===== src/rtl/lds_pkg.sv =====
// Shared constants, types and the segment table of the LED driver serial transmitter.
package lds_pkg;

   // Default number of digits sent by one burst command
   localparam int DIGITS_PER_BURST_DEF = 8;
   // Number of digit fields carried by one request
   localparam int NUM_DIGIT_FIELDS = 8;
   // Entries of the queue between front and back
   localparam int QUEUE_DEPTH = 2;

   // Request operation codes
   localparam logic [2:0] OP_TICK  = 3'd0;
   localparam logic [2:0] OP_SETUP = 3'd1;
   localparam logic [2:0] OP_DIGIT = 3'd2;
   localparam logic [2:0] OP_BURST = 3'd3;
   localparam logic [2:0] OP_RAW   = 3'd4;

   // Configuration register indexes
   localparam logic [1:0] CSR_MODE_BYTE       = 2'd0;
   localparam logic [1:0] CSR_DISPLAY_CONTROL = 2'd1;
   localparam logic [1:0] CSR_LED_ADDRESS     = 2'd2;
   localparam logic [1:0] CSR_PHASE_TICKS     = 2'd3;

   // Configuration reset values
   localparam logic [7:0] MODE_BYTE_RST       = 8'h40;
   localparam logic [7:0] DISPLAY_CONTROL_RST = 8'h8c;
   localparam logic [7:0] LED_ADDRESS_RST     = 8'hc0;
   localparam logic [7:0] PHASE_TICKS_RST     = 8'h01;

   // Base of the grid address command
   localparam logic [7:0] GRID_ADDR_BASE = 8'hc0;

   // Item classes passed from front to back
   localparam logic [1:0] KIND_NONE = 2'd0;
   localparam logic [1:0] KIND_TICK = 2'd1;
   localparam logic [1:0] KIND_CMD  = 2'd2;

   // Classification that travels with each queued item
   typedef struct packed {
      logic [1:0] kind;
      logic       second;
   } lds_ctrl_type;

   // Segment patterns: plain digits, digits with decimal point, blank
   localparam int SEG_ENTRIES = 21;
   localparam logic [7:0] SEG_TABLE [SEG_ENTRIES] = '{
      8'h3f, 8'h06, 8'h5b, 8'h4f, 8'h66, 8'h6d, 8'h7d, 8'h07, 8'h7f, 8'h6f,
      8'hbf, 8'h86, 8'hdb, 8'hcf, 8'he6, 8'hed, 8'hfd, 8'h87, 8'hff, 8'hef,
      8'h00
   };

   // Map a digit code to its segment pattern; codes past the table are blank
   function automatic logic [7:0] seg_of(input logic [4:0] code);
      logic [7:0] pattern;
      pattern = 8'h00;
      if (code < 5'(SEG_ENTRIES)) begin
         pattern = SEG_TABLE[code];
      end
      return pattern;
   endfunction

endpackage


===== src/rtl/lds_if.sv =====
// Valid/ready channel interfaces for request, response and register write transfers.
interface lds_req_if;
   logic       valid;
   logic       ready;
   logic [2:0] op;
   logic [3:0] address;
   logic [7:0] raw_byte;
   logic [4:0] digit0;
   logic [4:0] digit1;
   logic [4:0] digit2;
   logic [4:0] digit3;
   logic [4:0] digit4;
   logic [4:0] digit5;
   logic [4:0] digit6;
   logic [4:0] digit7;

   modport source (
      output valid, op, address, raw_byte,
      output digit0, digit1, digit2, digit3, digit4, digit5, digit6, digit7,
      input  ready
   );
   modport sink (
      input  valid, op, address, raw_byte,
      input  digit0, digit1, digit2, digit3, digit4, digit5, digit6, digit7,
      output ready
   );
endinterface

interface lds_rsp_if;
   logic valid;
   logic ready;
   logic clock_pin;
   logic data_pin;
   logic busy_res;
   logic sequence_done;
   logic rejected;

   modport source (
      output valid, clock_pin, data_pin, busy_res, sequence_done, rejected,
      input  ready
   );
   modport sink (
      input  valid, clock_pin, data_pin, busy_res, sequence_done, rejected,
      output ready
   );
endinterface

interface lds_csr_if;
   logic       valid;
   logic       ready;
   logic [1:0] index;
   logic [7:0] data;

   modport source (
      output valid, index, data,
      input  ready
   );
   modport sink (
      input  valid, index, data,
      output ready
   );
endinterface


===== src/rtl/lds_front.sv =====
// Front end: accepts requests, classifies them and builds the frame bytes.
module lds_front #(
   parameter int DIGITS_PER_BURST = lds_pkg::DIGITS_PER_BURST_DEF,
   parameter int STORE_DEPTH      = DIGITS_PER_BURST + 2,
   parameter int POS_W            = $clog2(STORE_DEPTH)
) (
   lds_req_if.sink                        req,
   input  logic                           queue_full,
   input  logic [7:0]                     mode_byte,
   input  logic [7:0]                     display_control,
   input  logic [7:0]                     led_address,
   output logic                           push,
   output lds_pkg::lds_ctrl_type          ctrl,
   output logic [POS_W-1:0]               frame_length,
   output logic [STORE_DEPTH-1:0][7:0]    frame_bytes
);
   import lds_pkg::*;

   logic [4:0] digit_arr [NUM_DIGIT_FIELDS];
   logic [7:0] grid_addr;

   // Accept whenever the queue has room
   assign req.ready = !queue_full;
   assign push      = req.valid && !queue_full;

   assign digit_arr[0] = req.digit0;
   assign digit_arr[1] = req.digit1;
   assign digit_arr[2] = req.digit2;
   assign digit_arr[3] = req.digit3;
   assign digit_arr[4] = req.digit4;
   assign digit_arr[5] = req.digit5;
   assign digit_arr[6] = req.digit6;
   assign digit_arr[7] = req.digit7;

   assign grid_addr = GRID_ADDR_BASE + {4'h0, req.address};

   // Classify the op and fill the frame bytes
   always_comb begin
      ctrl         = '{kind: KIND_NONE, second: 1'b0};
      frame_length = '0;
      frame_bytes  = '0;
      case (req.op)
         OP_TICK: begin
            ctrl.kind = KIND_TICK;
         end
         OP_SETUP: begin
            ctrl.kind      = KIND_CMD;
            ctrl.second    = 1'b1;
            frame_bytes[0] = mode_byte;
            frame_bytes[1] = display_control;
            frame_length   = POS_W'(1);
         end
         OP_DIGIT: begin
            ctrl.kind      = KIND_CMD;
            frame_bytes[0] = grid_addr;
            frame_bytes[1] = seg_of(req.digit0);
            frame_length   = POS_W'(2);
         end
         OP_BURST: begin
            ctrl.kind      = KIND_CMD;
            frame_bytes[0] = grid_addr;
            // digits past the last digit field go out blank
            for (int i = 0; i < DIGITS_PER_BURST; i++) begin
               frame_bytes[i+1] = (i < NUM_DIGIT_FIELDS) ?
                                  seg_of(digit_arr[i % NUM_DIGIT_FIELDS]) : 8'h00;
            end
            frame_length = POS_W'(DIGITS_PER_BURST + 1);
         end
         OP_RAW: begin
            ctrl.kind      = KIND_CMD;
            frame_bytes[0] = led_address;
            frame_bytes[1] = req.raw_byte;
            frame_length   = POS_W'(2);
         end
         default: begin
            ctrl.kind = KIND_NONE;
         end
      endcase
   end

endmodule


===== src/rtl/lds_queue.sv =====
// Small first-in first-out queue between the front end and the pin sequencer.
module lds_queue #(
   parameter int WIDTH = 8,
   parameter int DEPTH = lds_pkg::QUEUE_DEPTH
) (
   input  logic             clock,
   input  logic             reset,
   input  logic             push,
   input  logic [WIDTH-1:0] push_data,
   input  logic             pop,
   output logic             full,
   output logic             not_empty,
   output logic [WIDTH-1:0] pop_data
);
   import lds_pkg::*;

   localparam int PTR_W = (DEPTH > 1) ? $clog2(DEPTH) : 1;
   localparam int CNT_W = $clog2(DEPTH + 1);

   logic [WIDTH-1:0] entry_ff [DEPTH];
   logic [PTR_W-1:0] wr_ptr_ff, wr_ptr_in;
   logic [PTR_W-1:0] rd_ptr_ff, rd_ptr_in;
   logic [CNT_W-1:0] count_ff, count_in;
   logic             do_push;
   logic             do_pop;

   assign full      = (count_ff == CNT_W'(DEPTH));
   assign not_empty = (count_ff != '0);
   assign pop_data  = entry_ff[rd_ptr_ff];
   assign do_push   = push && !full;
   assign do_pop    = pop && not_empty;

   // Advance pointers with wrap and track the fill level
   always_comb begin
      wr_ptr_in = wr_ptr_ff;
      rd_ptr_in = rd_ptr_ff;
      count_in  = count_ff;
      if (do_push) begin
         wr_ptr_in = (wr_ptr_ff == PTR_W'(DEPTH - 1)) ? '0 : wr_ptr_ff + 1'b1;
      end
      if (do_pop) begin
         rd_ptr_in = (rd_ptr_ff == PTR_W'(DEPTH - 1)) ? '0 : rd_ptr_ff + 1'b1;
      end
      if (do_push && !do_pop) begin
         count_in = count_ff + 1'b1;
      end else if (do_pop && !do_push) begin
         count_in = count_ff - 1'b1;
      end
   end

   always_ff @(posedge clock) begin
      if (reset) begin
         wr_ptr_ff <= '0;
         rd_ptr_ff <= '0;
         count_ff  <= '0;
      end else begin
         wr_ptr_ff <= wr_ptr_in;
         rd_ptr_ff <= rd_ptr_in;
         count_ff  <= count_in;
      end
   end

   // Store the pushed entry
   always_ff @(posedge clock) begin
      if (do_push) begin
         entry_ff[wr_ptr_ff] <= push_data;
      end
   end

endmodule


===== src/rtl/lds_back.sv =====
// Back end: runs the pin phase sequencer and registers each response.
module lds_back #(
   parameter int STORE_DEPTH = lds_pkg::DIGITS_PER_BURST_DEF + 2,
   parameter int POS_W       = $clog2(STORE_DEPTH)
) (
   input  logic                          clock,
   input  logic                          reset,
   input  logic                          item_valid,
   input  lds_pkg::lds_ctrl_type         item_ctrl,
   input  logic [POS_W-1:0]              item_length,
   input  logic [STORE_DEPTH-1:0][7:0]   item_bytes,
   input  logic [7:0]                    phase_ticks,
   output logic                          pop,
   lds_rsp_if.source                     rsp
);
   import lds_pkg::*;

   // Pin phase codes
   localparam logic [3:0] PH_IDLE      = 4'd0;
   localparam logic [3:0] PH_ST_HIGH   = 4'd1;
   localparam logic [3:0] PH_ST_DLOW   = 4'd2;
   localparam logic [3:0] PH_ST_CLOW   = 4'd3;
   localparam logic [3:0] PH_BIT_CLOW  = 4'd4;
   localparam logic [3:0] PH_BIT_DATA  = 4'd5;
   localparam logic [3:0] PH_BIT_CHIGH = 4'd6;
   localparam logic [3:0] PH_BYTE_END  = 4'd7;
   localparam logic [3:0] PH_SP_CHIGH  = 4'd8;
   localparam logic [3:0] PH_SP_DHIGH  = 4'd9;

   logic [STORE_DEPTH-1:0][7:0] store_ff;
   logic [3:0]       phase_ff, phase_in;
   logic [7:0]       hold_ff, hold_in;
   logic [POS_W-1:0] pos_ff, pos_in;
   logic [2:0]       bit_ff, bit_in;
   logic [POS_W-1:0] len_ff, len_in;
   logic             second_ff, second_in;
   logic             clk_lvl_ff, clk_lvl_in;
   logic             dat_lvl_ff, dat_lvl_in;
   logic             rsp_valid_ff;
   logic             clock_pin_ff, data_pin_ff, busy_ff, done_ff, rej_ff;
   logic             done_in, rej_in;
   logic             load_frame, restart_frame;
   logic             busy;
   logic             advance;
   logic [7:0]       cur_byte;
   logic [7:0]       limit;
   logic [8:0]       hold_next;

   assign busy    = (phase_ff != PH_IDLE);
   assign advance = item_valid && (!rsp_valid_ff || rsp.ready);
   assign pop     = advance;
   assign limit   = (phase_ticks == 8'd0) ? 8'd1 : phase_ticks;
   assign hold_next = {1'b0, hold_ff} + 9'd1;
   assign cur_byte  = ({1'b0, pos_ff} < (POS_W+1)'(STORE_DEPTH)) ? store_ff[pos_ff] : 8'h00;

   // Work out the next sequencer state for the item at the queue head
   always_comb begin
      phase_in      = phase_ff;
      hold_in       = hold_ff;
      pos_in        = pos_ff;
      bit_in        = bit_ff;
      len_in        = len_ff;
      second_in     = second_ff;
      clk_lvl_in    = clk_lvl_ff;
      dat_lvl_in    = dat_lvl_ff;
      done_in       = 1'b0;
      rej_in        = 1'b0;
      load_frame    = 1'b0;
      restart_frame = 1'b0;
      if (item_ctrl.kind == KIND_CMD) begin
         if (busy) begin
            rej_in = 1'b1;
         end else begin
            load_frame = 1'b1;
            len_in     = item_length;
            second_in  = item_ctrl.second;
            phase_in   = PH_ST_HIGH;
            hold_in    = 8'd0;
            pos_in     = '0;
            bit_in     = 3'd0;
         end
      end else if (item_ctrl.kind == KIND_TICK && busy) begin
         if (hold_next >= {1'b0, limit}) begin
            hold_in = 8'd0;
            case (phase_ff)
               PH_ST_HIGH: begin
                  dat_lvl_in = 1'b1;
                  clk_lvl_in = 1'b1;
                  phase_in   = PH_ST_DLOW;
               end
               PH_ST_DLOW: begin
                  dat_lvl_in = 1'b0;
                  phase_in   = PH_ST_CLOW;
               end
               PH_ST_CLOW: begin
                  clk_lvl_in = 1'b0;
                  pos_in     = '0;
                  bit_in     = 3'd0;
                  phase_in   = PH_BIT_CLOW;
               end
               PH_BIT_CLOW: begin
                  clk_lvl_in = 1'b0;
                  phase_in   = PH_BIT_DATA;
               end
               PH_BIT_DATA: begin
                  dat_lvl_in = cur_byte[bit_ff];
                  phase_in   = PH_BIT_CHIGH;
               end
               PH_BIT_CHIGH: begin
                  clk_lvl_in = 1'b1;
                  if (bit_ff == 3'd7) begin
                     phase_in = PH_BYTE_END;
                  end else begin
                     bit_in   = bit_ff + 3'd1;
                     phase_in = PH_BIT_CLOW;
                  end
               end
               PH_BYTE_END: begin
                  dat_lvl_in = 1'b0;
                  clk_lvl_in = 1'b0;
                  pos_in     = pos_ff + 1'b1;
                  bit_in     = 3'd0;
                  phase_in   = ((pos_ff + 1'b1) < len_ff) ? PH_BIT_CLOW : PH_SP_CHIGH;
               end
               PH_SP_CHIGH: begin
                  dat_lvl_in = 1'b0;
                  clk_lvl_in = 1'b1;
                  phase_in   = PH_SP_DHIGH;
               end
               PH_SP_DHIGH: begin
                  dat_lvl_in = 1'b1;
                  if (second_ff) begin
                     // chain the second setup frame from entry one
                     restart_frame = 1'b1;
                     second_in     = 1'b0;
                     len_in        = POS_W'(1);
                     phase_in      = PH_ST_HIGH;
                     pos_in        = '0;
                     bit_in        = 3'd0;
                  end else begin
                     phase_in = PH_IDLE;
                     done_in  = 1'b1;
                  end
               end
               default: begin
                  phase_in = PH_IDLE;
               end
            endcase
         end else begin
            hold_in = hold_next[7:0];
         end
      end
   end

   // Update sequencer state on each transfer out of the queue
   always_ff @(posedge clock) begin
      if (reset) begin
         phase_ff   <= PH_IDLE;
         hold_ff    <= 8'd0;
         pos_ff     <= '0;
         bit_ff     <= 3'd0;
         len_ff     <= '0;
         second_ff  <= 1'b0;
         clk_lvl_ff <= 1'b1;
         dat_lvl_ff <= 1'b1;
      end else if (advance) begin
         phase_ff   <= phase_in;
         hold_ff    <= hold_in;
         pos_ff     <= pos_in;
         bit_ff     <= bit_in;
         len_ff     <= len_in;
         second_ff  <= second_in;
         clk_lvl_ff <= clk_lvl_in;
         dat_lvl_ff <= dat_lvl_in;
      end
   end

   // Capture frame bytes, or move entry one down for the second frame
   always_ff @(posedge clock) begin
      if (advance && load_frame) begin
         store_ff <= item_bytes;
      end else if (advance && restart_frame) begin
         store_ff[0] <= store_ff[1];
      end
   end

   // Hold the response until the sink takes it
   always_ff @(posedge clock) begin
      if (reset) begin
         rsp_valid_ff <= 1'b0;
      end else if (advance) begin
         rsp_valid_ff <= 1'b1;
      end else if (rsp.ready) begin
         rsp_valid_ff <= 1'b0;
      end
   end

   always_ff @(posedge clock) begin
      if (advance) begin
         clock_pin_ff <= clk_lvl_in;
         data_pin_ff  <= dat_lvl_in;
         busy_ff      <= (phase_in != PH_IDLE);
         done_ff      <= done_in;
         rej_ff       <= rej_in;
      end
   end

   assign rsp.valid         = rsp_valid_ff;
   assign rsp.clock_pin     = clock_pin_ff;
   assign rsp.data_pin      = data_pin_ff;
   assign rsp.busy_res      = busy_ff;
   assign rsp.sequence_done = done_ff;
   assign rsp.rejected      = rej_ff;

`ifndef SYNTHESIS
   a_done_not_busy: assert property (@(posedge clock) disable iff (reset)
      rsp_valid_ff && done_ff |-> !busy_ff && !rej_ff)
      else $error("sequence end reported while still busy or rejecting");

   a_pos_in_frame: assert property (@(posedge clock) disable iff (reset)
      (phase_ff == PH_BIT_CLOW || phase_ff == PH_BIT_DATA ||
       phase_ff == PH_BIT_CHIGH || phase_ff == PH_BYTE_END) |-> pos_ff < len_ff)
      else $error("byte position ran past the frame length");

   a_data_under_low_clock: assert property (@(posedge clock) disable iff (reset)
      phase_ff == PH_BIT_CHIGH |-> !clk_lvl_ff)
      else $error("data changed while the serial clock was high");

   a_second_single_byte: assert property (@(posedge clock) disable iff (reset)
      second_ff |-> len_ff == POS_W'(1))
      else $error("second setup frame pending with a multi-byte frame");
`endif

endmodule


===== src/rtl/led_driver_serial_transmitter.sv =====
// Top level of the LED driver serial transmitter: registers, front end, queue and sequencer.
//
//   channel  | direction | transfer carries
//   ---------+-----------+-------------------------------------------------------
//   req_bus  | in        | op, address, raw_byte, digit0..digit7
//   rsp_bus  | out       | clock_pin, data_pin, busy_res, sequence_done, rejected
//   csr_bus  | in        | index, data (register write, always ready)
//
// One request per clock cycle sustained while responses are taken.
// The back end pin sequencer handles one queued item per cycle while responses are taken.
// Synchronous reset: pins high, sequencer idle, registers at their defaults.
// A stalled response holds its register; the two-entry queue then fills and drops req ready.
module led_driver_serial_transmitter #(
   parameter int DIGITS_PER_BURST = lds_pkg::DIGITS_PER_BURST_DEF
) (
   input  logic      clock,
   input  logic      reset,
   lds_req_if.sink   req_bus,
   lds_rsp_if.source rsp_bus,
   lds_csr_if.sink   csr_bus
);
   import lds_pkg::*;

   localparam int STORE_DEPTH = DIGITS_PER_BURST + 2;
   localparam int POS_W       = $clog2(STORE_DEPTH);
   localparam int ENTRY_W     = $bits(lds_ctrl_type) + POS_W + 8 * STORE_DEPTH;

   logic [7:0] mode_byte_ff;
   logic [7:0] display_control_ff;
   logic [7:0] led_address_ff;
   logic [7:0] phase_ticks_ff;

   logic                        push;
   logic                        pop;
   logic                        queue_full;
   logic                        queue_valid;
   lds_ctrl_type                front_ctrl;
   logic [POS_W-1:0]            front_length;
   logic [STORE_DEPTH-1:0][7:0] front_bytes;
   logic [ENTRY_W-1:0]          push_data;
   logic [ENTRY_W-1:0]          pop_data;
   lds_ctrl_type                back_ctrl;
   logic [POS_W-1:0]            back_length;
   logic [STORE_DEPTH-1:0][7:0] back_bytes;

   // Take register writes at any time
   assign csr_bus.ready = 1'b1;

   always_ff @(posedge clock) begin
      if (reset) begin
         mode_byte_ff       <= MODE_BYTE_RST;
         display_control_ff <= DISPLAY_CONTROL_RST;
         led_address_ff     <= LED_ADDRESS_RST;
         phase_ticks_ff     <= PHASE_TICKS_RST;
      end else if (csr_bus.valid) begin
         case (csr_bus.index)
            CSR_MODE_BYTE:       mode_byte_ff       <= csr_bus.data;
            CSR_DISPLAY_CONTROL: display_control_ff <= csr_bus.data;
            CSR_LED_ADDRESS:     led_address_ff     <= csr_bus.data;
            CSR_PHASE_TICKS:     phase_ticks_ff     <= csr_bus.data;
            default: begin
            end
         endcase
      end
   end

   lds_front #(
      .DIGITS_PER_BURST (DIGITS_PER_BURST),
      .STORE_DEPTH      (STORE_DEPTH),
      .POS_W            (POS_W)
   ) u_front (
      .req             (req_bus),
      .queue_full      (queue_full),
      .mode_byte       (mode_byte_ff),
      .display_control (display_control_ff),
      .led_address     (led_address_ff),
      .push            (push),
      .ctrl            (front_ctrl),
      .frame_length    (front_length),
      .frame_bytes     (front_bytes)
   );

   // Pack and unpack queue entries
   assign push_data = {front_ctrl, front_length, front_bytes};
   assign {back_ctrl, back_length, back_bytes} = pop_data;

   lds_queue #(
      .WIDTH (ENTRY_W),
      .DEPTH (QUEUE_DEPTH)
   ) u_queue (
      .clock     (clock),
      .reset     (reset),
      .push      (push),
      .push_data (push_data),
      .pop       (pop),
      .full      (queue_full),
      .not_empty (queue_valid),
      .pop_data  (pop_data)
   );

   lds_back #(
      .STORE_DEPTH (STORE_DEPTH),
      .POS_W       (POS_W)
   ) u_back (
      .clock       (clock),
      .reset       (reset),
      .item_valid  (queue_valid),
      .item_ctrl   (back_ctrl),
      .item_length (back_length),
      .item_bytes  (back_bytes),
      .phase_ticks (phase_ticks_ff),
      .pop         (pop),
      .rsp         (rsp_bus)
   );

endmodule

===== src/flat_wrapper.sv =====
// flat-port wrapper written by rule: the top's interface ports become plain ports
module led_driver_serial_transmitter_flat import lds_pkg::*;
#(
   parameter int DIGITS_PER_BURST = lds_pkg::DIGITS_PER_BURST_DEF
)
  (clock, reset, req_bus_valid, req_bus_op, req_bus_address, req_bus_raw_byte, req_bus_digit0, req_bus_digit1, req_bus_digit2, req_bus_digit3, req_bus_digit4, req_bus_digit5, req_bus_digit6, req_bus_digit7, req_bus_ready, rsp_bus_valid, rsp_bus_clock_pin, rsp_bus_data_pin, rsp_bus_busy_res, rsp_bus_sequence_done, rsp_bus_rejected, rsp_bus_ready, csr_bus_valid, csr_bus_index, csr_bus_data, csr_bus_ready);
  lds_req_if req_bus_i ();
  lds_rsp_if rsp_bus_i ();
  lds_csr_if csr_bus_i ();
  input  logic clock;
  input  logic reset;
  input wire logic [$bits(req_bus_i.valid)-1:0] req_bus_valid;
  input wire logic [$bits(req_bus_i.op)-1:0] req_bus_op;
  input wire logic [$bits(req_bus_i.address)-1:0] req_bus_address;
  input wire logic [$bits(req_bus_i.raw_byte)-1:0] req_bus_raw_byte;
  input wire logic [$bits(req_bus_i.digit0)-1:0] req_bus_digit0;
  input wire logic [$bits(req_bus_i.digit1)-1:0] req_bus_digit1;
  input wire logic [$bits(req_bus_i.digit2)-1:0] req_bus_digit2;
  input wire logic [$bits(req_bus_i.digit3)-1:0] req_bus_digit3;
  input wire logic [$bits(req_bus_i.digit4)-1:0] req_bus_digit4;
  input wire logic [$bits(req_bus_i.digit5)-1:0] req_bus_digit5;
  input wire logic [$bits(req_bus_i.digit6)-1:0] req_bus_digit6;
  input wire logic [$bits(req_bus_i.digit7)-1:0] req_bus_digit7;
  output wire logic [$bits(req_bus_i.ready)-1:0] req_bus_ready;
  output wire logic [$bits(rsp_bus_i.valid)-1:0] rsp_bus_valid;
  output wire logic [$bits(rsp_bus_i.clock_pin)-1:0] rsp_bus_clock_pin;
  output wire logic [$bits(rsp_bus_i.data_pin)-1:0] rsp_bus_data_pin;
  output wire logic [$bits(rsp_bus_i.busy_res)-1:0] rsp_bus_busy_res;
  output wire logic [$bits(rsp_bus_i.sequence_done)-1:0] rsp_bus_sequence_done;
  output wire logic [$bits(rsp_bus_i.rejected)-1:0] rsp_bus_rejected;
  input wire logic [$bits(rsp_bus_i.ready)-1:0] rsp_bus_ready;
  input wire logic [$bits(csr_bus_i.valid)-1:0] csr_bus_valid;
  input wire logic [$bits(csr_bus_i.index)-1:0] csr_bus_index;
  input wire logic [$bits(csr_bus_i.data)-1:0] csr_bus_data;
  output wire logic [$bits(csr_bus_i.ready)-1:0] csr_bus_ready;
  assign req_bus_i.valid = req_bus_valid;
  assign req_bus_i.op = req_bus_op;
  assign req_bus_i.address = req_bus_address;
  assign req_bus_i.raw_byte = req_bus_raw_byte;
  assign req_bus_i.digit0 = req_bus_digit0;
  assign req_bus_i.digit1 = req_bus_digit1;
  assign req_bus_i.digit2 = req_bus_digit2;
  assign req_bus_i.digit3 = req_bus_digit3;
  assign req_bus_i.digit4 = req_bus_digit4;
  assign req_bus_i.digit5 = req_bus_digit5;
  assign req_bus_i.digit6 = req_bus_digit6;
  assign req_bus_i.digit7 = req_bus_digit7;
  assign req_bus_ready = req_bus_i.ready;
  assign rsp_bus_valid = rsp_bus_i.valid;
  assign rsp_bus_clock_pin = rsp_bus_i.clock_pin;
  assign rsp_bus_data_pin = rsp_bus_i.data_pin;
  assign rsp_bus_busy_res = rsp_bus_i.busy_res;
  assign rsp_bus_sequence_done = rsp_bus_i.sequence_done;
  assign rsp_bus_rejected = rsp_bus_i.rejected;
  assign rsp_bus_i.ready = rsp_bus_ready;
  assign csr_bus_i.valid = csr_bus_valid;
  assign csr_bus_i.index = csr_bus_index;
  assign csr_bus_i.data = csr_bus_data;
  assign csr_bus_ready = csr_bus_i.ready;
  led_driver_serial_transmitter #(.DIGITS_PER_BURST(DIGITS_PER_BURST)) u_core (.clock(clock), .reset(reset), .req_bus(req_bus_i), .rsp_bus(rsp_bus_i), .csr_bus(csr_bus_i));
endmodule

===== config.mk =====
export PLATFORM = sky130hd
export DESIGN_NAME = led_driver_serial_transmitter_flat
export DESIGN_NICKNAME = d
export VERILOG_FILES = /design/src/rtl/lds_pkg.sv /design/src/rtl/lds_if.sv /design/src/rtl/lds_front.sv /design/src/rtl/lds_queue.sv /design/src/rtl/lds_back.sv /design/src/rtl/led_driver_serial_transmitter.sv /design/src/flat_wrapper.sv
export SDC_FILE = /design/constraint.sdc
export NUM_CORES = 1
export LEC_CHECK = 0
export ABC_AREA = 1
export BUFFER_PORTS_ARGS = -buffer_cell sky130_fd_sc_hd__buf_2
export CORE_UTILIZATION = 38
export CTS_CLUSTER_SIZE = 30
export DETAILED_ROUTE_END_ITERATION = 7
export PLACE_DENSITY = 0.6
export SLEW_MARGIN = 40
export SYNTH_ARGS = -nofsm -noshare
export SYNTH_HDL_FRONTEND = slang
export SYNTH_SLANG_ARGS = --single-unit

===== constraint.sdc =====
create_clock -name clock -period 4.65 [get_ports clock]
set_input_delay 0 -clock clock [delete_from_list [all_inputs] [get_ports clock]]
set_output_delay 0 -clock clock [all_outputs]
set_load 0.02 [all_outputs]

; After elaboration in Yosys (flattened, before gate mapping)
; Memories as Yosys holds them, arrays and structs flattened. A register that Yosys moved wholly into a read port is not among the register bits.
; Cells that the tools add are included.
[classes]
n_addsub = 8
order_cmp = 21
n_eq_ne = 23
mux = 100
bitwise_logic = 11
reduce_logical = 47
[ops]
columns = op, count
row1 = 8-bit two-way mux, 33
row2 = 4-bit two-way mux, 16
row3 = 56-bit two-way mux, 1
row4 = "6-bit >= comparator, second input constant", 8
row5 = 5-bit inverter with 6-bit output, 8
row6 = 16-bit one-hot mux with 3 select lines, 1
row7 = "5-bit less-than comparator, second input constant", 8
row8 = 4-bit one-hot mux with 9 select lines, 1
row9 = 8-bit binary-select mux with 4-bit select, 1
row10 = 1-bit two-way mux, 31
row11 = 4-bit one-hot mux with 3 select lines, 2
row12 = 3-bit two-way mux, 6
row13 = "4-bit by 3-bit equality test with 1-bit output, second input constant", 4
row14 = 2-bit nonzero test, 8
row15 = 4-bit nonzero test, 4
row16 = 6-bit AND reduction, 2
row17 = "8-bit by 1-bit adder with 9-bit output, second input constant", 1
row18 = 9-bit by 8-bit >= comparator with 1-bit output, 1
row19 = 1-bit logical AND, 9
row20 = 3-bit one-hot mux with 3 select lines, 1
row21 = 3-bit OR reduction, 3
row22 = "7-bit by 5-bit adder with 8-bit output, first input constant", 1
row23 = "2-bit equality test, second input constant", 4
row24 = "4-bit by 2-bit equality test with 1-bit output, second input constant", 2
row25 = 34 further kinds, 54
[word_totals]
reg_bits = 148
ramBits = 158
rom_bits = 2048
inputBits = 70
word_cells = 250
n_memories = 9
[memory_table]
columns = memory, depth, word_bits, read_ports, rd_clocked_by_memory_dff, wr, line_no
row1 = (no name shown), 32, 8, 1, 0, 0, lds_pkg.sv:57  ; pattern = SEG_TABLE[code];
row2 = (no name shown), 32, 8, 1, 0, 0, lds_pkg.sv:57
row3 = (no name shown), 32, 8, 1, 0, 0, lds_pkg.sv:57
row4 = (no name shown), 32, 8, 1, 0, 0, lds_pkg.sv:57
row5 = (no name shown), 32, 8, 1, 0, 0, lds_pkg.sv:57
row6 = (no name shown), 32, 8, 1, 0, 0, lds_pkg.sv:57
row7 = 3 more memories, --, --, --, --, --, --

; Longest topological paths before layout
[depth]
depth_word = 9
ltp_mapped = 21
depth_no_buf = 21

; By module
; A second synthesis with hierarchy kept.
[unflattened]
cells_unflattened = 1802
hier_area_um2 = 16920.0
[modules_own_cells]
columns = mod, instances, cells_per_inst, area_per_inst_um2, seq_area_each_um2
row1 = lds_queue, 1, 308, 6638.9, 5325.1
row2 = lds_back, 1, 636, 5652.9, 3093.0
row3 = lds_front, 1, 657, 3294.4, 0.0
row4 = led_driver_serial_transmitter, 1, 201, 1333.8, 640.6

; Worst setup path before layout
; OpenSTA, ideal clock, no wires.
[synth_timing]
kind = reg2reg
from = reg u_core.u_queue.count_ff[0]
to = mem u_core.u_queue.entry_ff[1][0] (netlist bit), enable pin
setup_ns = 0.516
t_arrival_ns = 3.956
required_time_ns = 4.134
slack_ns = 0.177
stages_incl_launch_ff = 5
n_path_buf = 0
period_less_slack_ns = 4.473
cell_sequence = dfxtp_1 inv_2 nand2_1 nand2_1 nor2_1
[synth_between]
elab_chain_len = 6
[synth_rtl]
columns = element, line_no
row1 = "start, declared", lds_queue.sv:23  ; logic [CNT_W-1:0] count_ff, count_in;
row2 = "start signal, assigned", lds_queue.sv:59  ; count_ff <= count_in;
row3 = 2-bit equality test (*), lds_queue.sv:27  ; assign full = (count_ff == CNT_W'(DEPTH));
row4 = 1-bit logical NOT (*), --
row5 = via req_bus_ready, flat_wrapper.sv:24  ; output wire logic [$bits(req_bus_i.ready)-1:0] req_bus_ready;
row6 = 1-bit logical AND, lds_front.sv:24  ; assign push = req.valid && !queue_full;
row7 = 1-bit logical AND (*), lds_queue.sv:30  ; assign do_push = push && !full;
row8 = 1-bit two-way mux (*), lds_queue.sv:65  ; if (do_push) begin
row9 = 1-bit two-way mux (implied by the code) (*), lds_queue.sv:66  ; entry_ff[wr_ptr_ff] <= push_data;
row10 = "end, declared", lds_queue.sv:20  ; logic [WIDTH-1:0] entry_ff [DEPTH];
; The timed path passes the listed nets; every way through them passes the cells marked *.

; Final worst setup path
[layout_timing]
from = reg u_core.u_back.hold_ff[0]
to = reg u_core.u_back.busy_ff, in the netlist u_core.u_back.rsp.busy_res, data pin
[layout_between]
elab_chain_len = 6
[layout_rtl]
columns = element, line_no
row1 = "start, declared", lds_back.sv:32  ; logic [7:0] hold_ff, hold_in;
row2 = "start signal, assigned", lds_back.sv:168  ; hold_ff <= hold_in;
row3 = 8-bit by 1-bit adder with 9-bit output, lds_back.sv:53  ; assign hold_next = {1'b0, hold_ff} + 9'd1;
row4 = 9-bit by 8-bit >= comparator with 1-bit output, lds_back.sv:83  ; if (hold_next >= {1'b0, limit}) begin
row5 = 4-bit two-way mux, lds_back.sv:83
row6 = 4-bit two-way mux, lds_back.sv:82  ; end else if (item_ctrl.kind == KIND_TICK && busy) begin
row7 = 4-bit two-way mux, lds_back.sv:70  ; if (item_ctrl.kind == KIND_CMD) begin
row8 = 4-bit nonzero test, lds_back.sv:202  ; busy_ff <= (phase_in != PH_IDLE);
row9 = "end signal, assigned", lds_back.sv:202
row10 = "end, declared", lds_back.sv:40  ; logic clock_pin_ff, data_pin_ff, busy_ff, done_ff, rej_ff;
; No other way between the ends.
; A chain may end at the register's enable or synchronous reset.

==> results.yml <==
status:
  status: "finished, final reports clean"
synth:
  seq_area_frac_synth_pct: 56.14
  syn-num-nets: 1628
  synth_edf_count: 233
  synth_area_leaders: "edfxtp_1 48%, dfxtp_1 8.6%, nand2_1 7.3%"
  dominantRegCellSynth: "edfxtp_1"
  yosysTopAreaCell: "edfxtp_1"
  synth_cells: 1503
  synth_area_um2: 14710
  yosys_warnings: 0
  yosys.area.top_type_share_pct: 47.56
  ys_ff_latch: 296
  synthArstFlopShare_pct: 0
  syn_avg_cell_area_um2: 9.787
  synth.distinct_cells: 56
floorplanning:
  start_util_pct: 38.87
  core-area_um2: 37840
  die_area_um2: 39500
  die_w_um: 198.8
  ios: 78
  rows: 71
  die_height_um: 198.8
detailed_routing:
  firstDrtPassIters: 5
  ant_nets: 0
  drc_errors: 0
  wire_per_inst_um: 15.01
  drtIter0Drc: 692
  wl_um: 32280
  viasPerCell: 4.953
  vias: 10650
global_routing:
  grt_pass1_vias: 10180
  grt_first_pass_wirelength_um: 52250
  grtUsageTotal_pct: 16.41
  grt_max_degree: 79
  antenna_found_initial: 0
  grt-ovfl-total: 0
worst_setup_path:
  cp_max_fo: 8
  worstPathArrival_ps: 3160
  crit_top_cell: "nand2_1"
  cp-start-kind: "register"
  slowest_stage: "dfxtp_1"
  cp-end-kind: "register"
  critPathKind: "reg2reg"
  critPathBufInv: 3
  required_ps: 4950
  critPathMaxStageDelay_ps: 390
  critPathTopFamily: "simple AND/OR/NAND/NOR gates"
  path_cells: "ha_1 -> nand2_1 -> inv_1 -> nand2_1 -> xor2_1 -> inv_1 -> ha_1 -> nand2_1 -> o21bai_1 -> nand3_1 -> nand2_1 -> nand2_1 -> nand2_1 -> nand2_1 -> nand2_1 -> inv_1 -> nand2_1 -> o21ai_0 -> nor2_1 -> nand2_1"
timing:
  hold_violations: 0
  fin_ws_ps: 1790
  finalCritPeriodShare_pct: 61.50
  setup-violations-final: 0
  period_minus_slack_ps: 2860
  slew_violations: 0
  rsz0062_at_grt: "no"
  maxSlewHeadroom_pct: 47.34
  max_freq_mhz: 349.7
  tightest_slew_ps: 790.0
  tns_ps: 0
  fin_worst_skew_ps: 20.49
min_path:
  hold_class: "in2reg"
job:
  cap_violations: 0
pwr:
  power_density_nw_per_um2: 448.2
  vdd_ir_drop_max_uv: 278.3
  p_leak_nw: 6.858
clocking:
  cts_made_buffers: 30
  postCtsHoldBufs: 50
  tritoncts: "done"
  cts_resized: 0
  post_cts_buffers: 0
  clock-sinks: 296
  clock_path_buffers: 3
  cts_root_buf: "clkbuf_16"
  cts.htree.levels: 1
  clk_latency_ps: 550
  clkSlewWorstSetupHoldPaths_ps: 60
final_layout:
  fin_nets: 1742
  drive_gt1_share_pct: 14.21
  fill_cells: 3577
  postLayoutCellArea_um2: 17100
  final_cell_mix: "286 x nand2_1, 233 x edfxtp_1, 154 x inv_1"
  areaGrowthSynthToFinish_pct: 16.25
  mostFrequentLayoutCell: "nand2_1"
  n_antenna_cell: 0
placed_design:
  gp_congestion: 0.8664
  dp_slack_ps: 1827
  io_buffers: 76
  place_area_um2: 15600
  hpwl_um: 21790
[worst paths after layout]
check	startpoint	end	slack (ps)	cells past startpoint
worst min register to register	u_core.u_queue.rd_ptr_ff	register	440	1
worst min-delay path	req_bus_digit2[3]	u_core.u_queue.entry_ff[0][31]	10	3
worst max-delay path	u_core.u_back.hold_ff[0]	u_core.u_back.rsp.busy_res	1790	20
worst max register to register	u_core.u_back.hold_ff[0]	u_core.u_back.rsp.busy_res	1790	20
[power by group]
group / switching (mW) / internal (mW)
sequential: 0.192 / 3.36
clock: 0.974 / 1.43
combinational: 1.09 / 0.613
total: 2.25 / 5.41
[per-layer routing]
layer,vias up,GRT usage (%),share of wire (%)
li1,5423,-,-
met5,-,0,0
met3,52,1.933,4.6
met4,0,4.330,2.0
met1,4935,23.55,48
met2,243,26.21,45
[cells in the mapped netlist, types with 2 or more instances]
master and n:
a221o_1 2, nor2_1 134, a2111oi_0 5, o31ai_1 2, edfxtp_1 233, ha_1 55, a21oi_1 125, dfxtp_1 63
nor4_1 3, o211ai_1 20, inv_1 155, nor2_4 2, a22oi_1 8, xor2_1 6, nand3b_1 4, clkbuf_1 36
a211oi_1 15, buf_1 2, buf_2 9, nor3_2 2, inv_4 2, inv_2 7, o21ai_0 98, nand3_1 80
a2bb2oi_1 2, mux2_2 64, a22o_1 2, or2_2 12, a31oi_1 11, nor3b_1 2, nand2_1 286, a221oi_1 2
nor3_1 21, buf_4 2, mux2i_1 3, nand4_1 5, nand2_2 4
[per-stage QoR]
stage | std cells | util (%) | power (mW) | hold slack [ps]
floorplan | 1503 | - | 4.812 | 126.3
CTS | 2151 | 45.17 | 7.731 | 4.436
global placement | 2046 | 41.19 | 5.280 | 296.2
finish | 2151 | 45.19 | 7.664 | 12.28
detailed placement | 2046 | 41.23 | 5.280 | 304.1
global route | 2151 | 45.19 | 8.080 | 39.42
[worst min-delay path, stage by stage]
cell	delay, ps
buf_2	160
a21oi_1	90
nor2_1	160
[registers in the layout, indices dropped and copies added, names as in the netlist, 8 cells and up, named ones only]
name	cells
u_core.u_queue.entry_ff	156
u_core.phase_ticks_ff	8
u_core.u_back.store_ff	72
u_core.display_control_ff	8
u_core.u_back.hold_ff	8
u_core.mode_byte_ff	8
u_core.led_address_ff	8
[cells by family after synthesis]
group	synth area share (%)
compound gates	11.79
xor+xnor	0.4168
fa+ha+maj	4.678
buf+inv	5.631
flops	56.14
mux	5.103
other cells	0.02549
simple gates	16.22
[final cells by class]
cell class	instances	area (µm²)	area share, %
sequential	296	8263	48.32
multi-input combinational	993	5653	33.06
timing repair buffer	132	933.4	5.458
clock buffer	36	794.5	4.646
tap	511	639.4	3.739
inverter	164	620.6	3.629
clock inverter	19	197.7	1.156
Power figures use the tool's default switching activity.
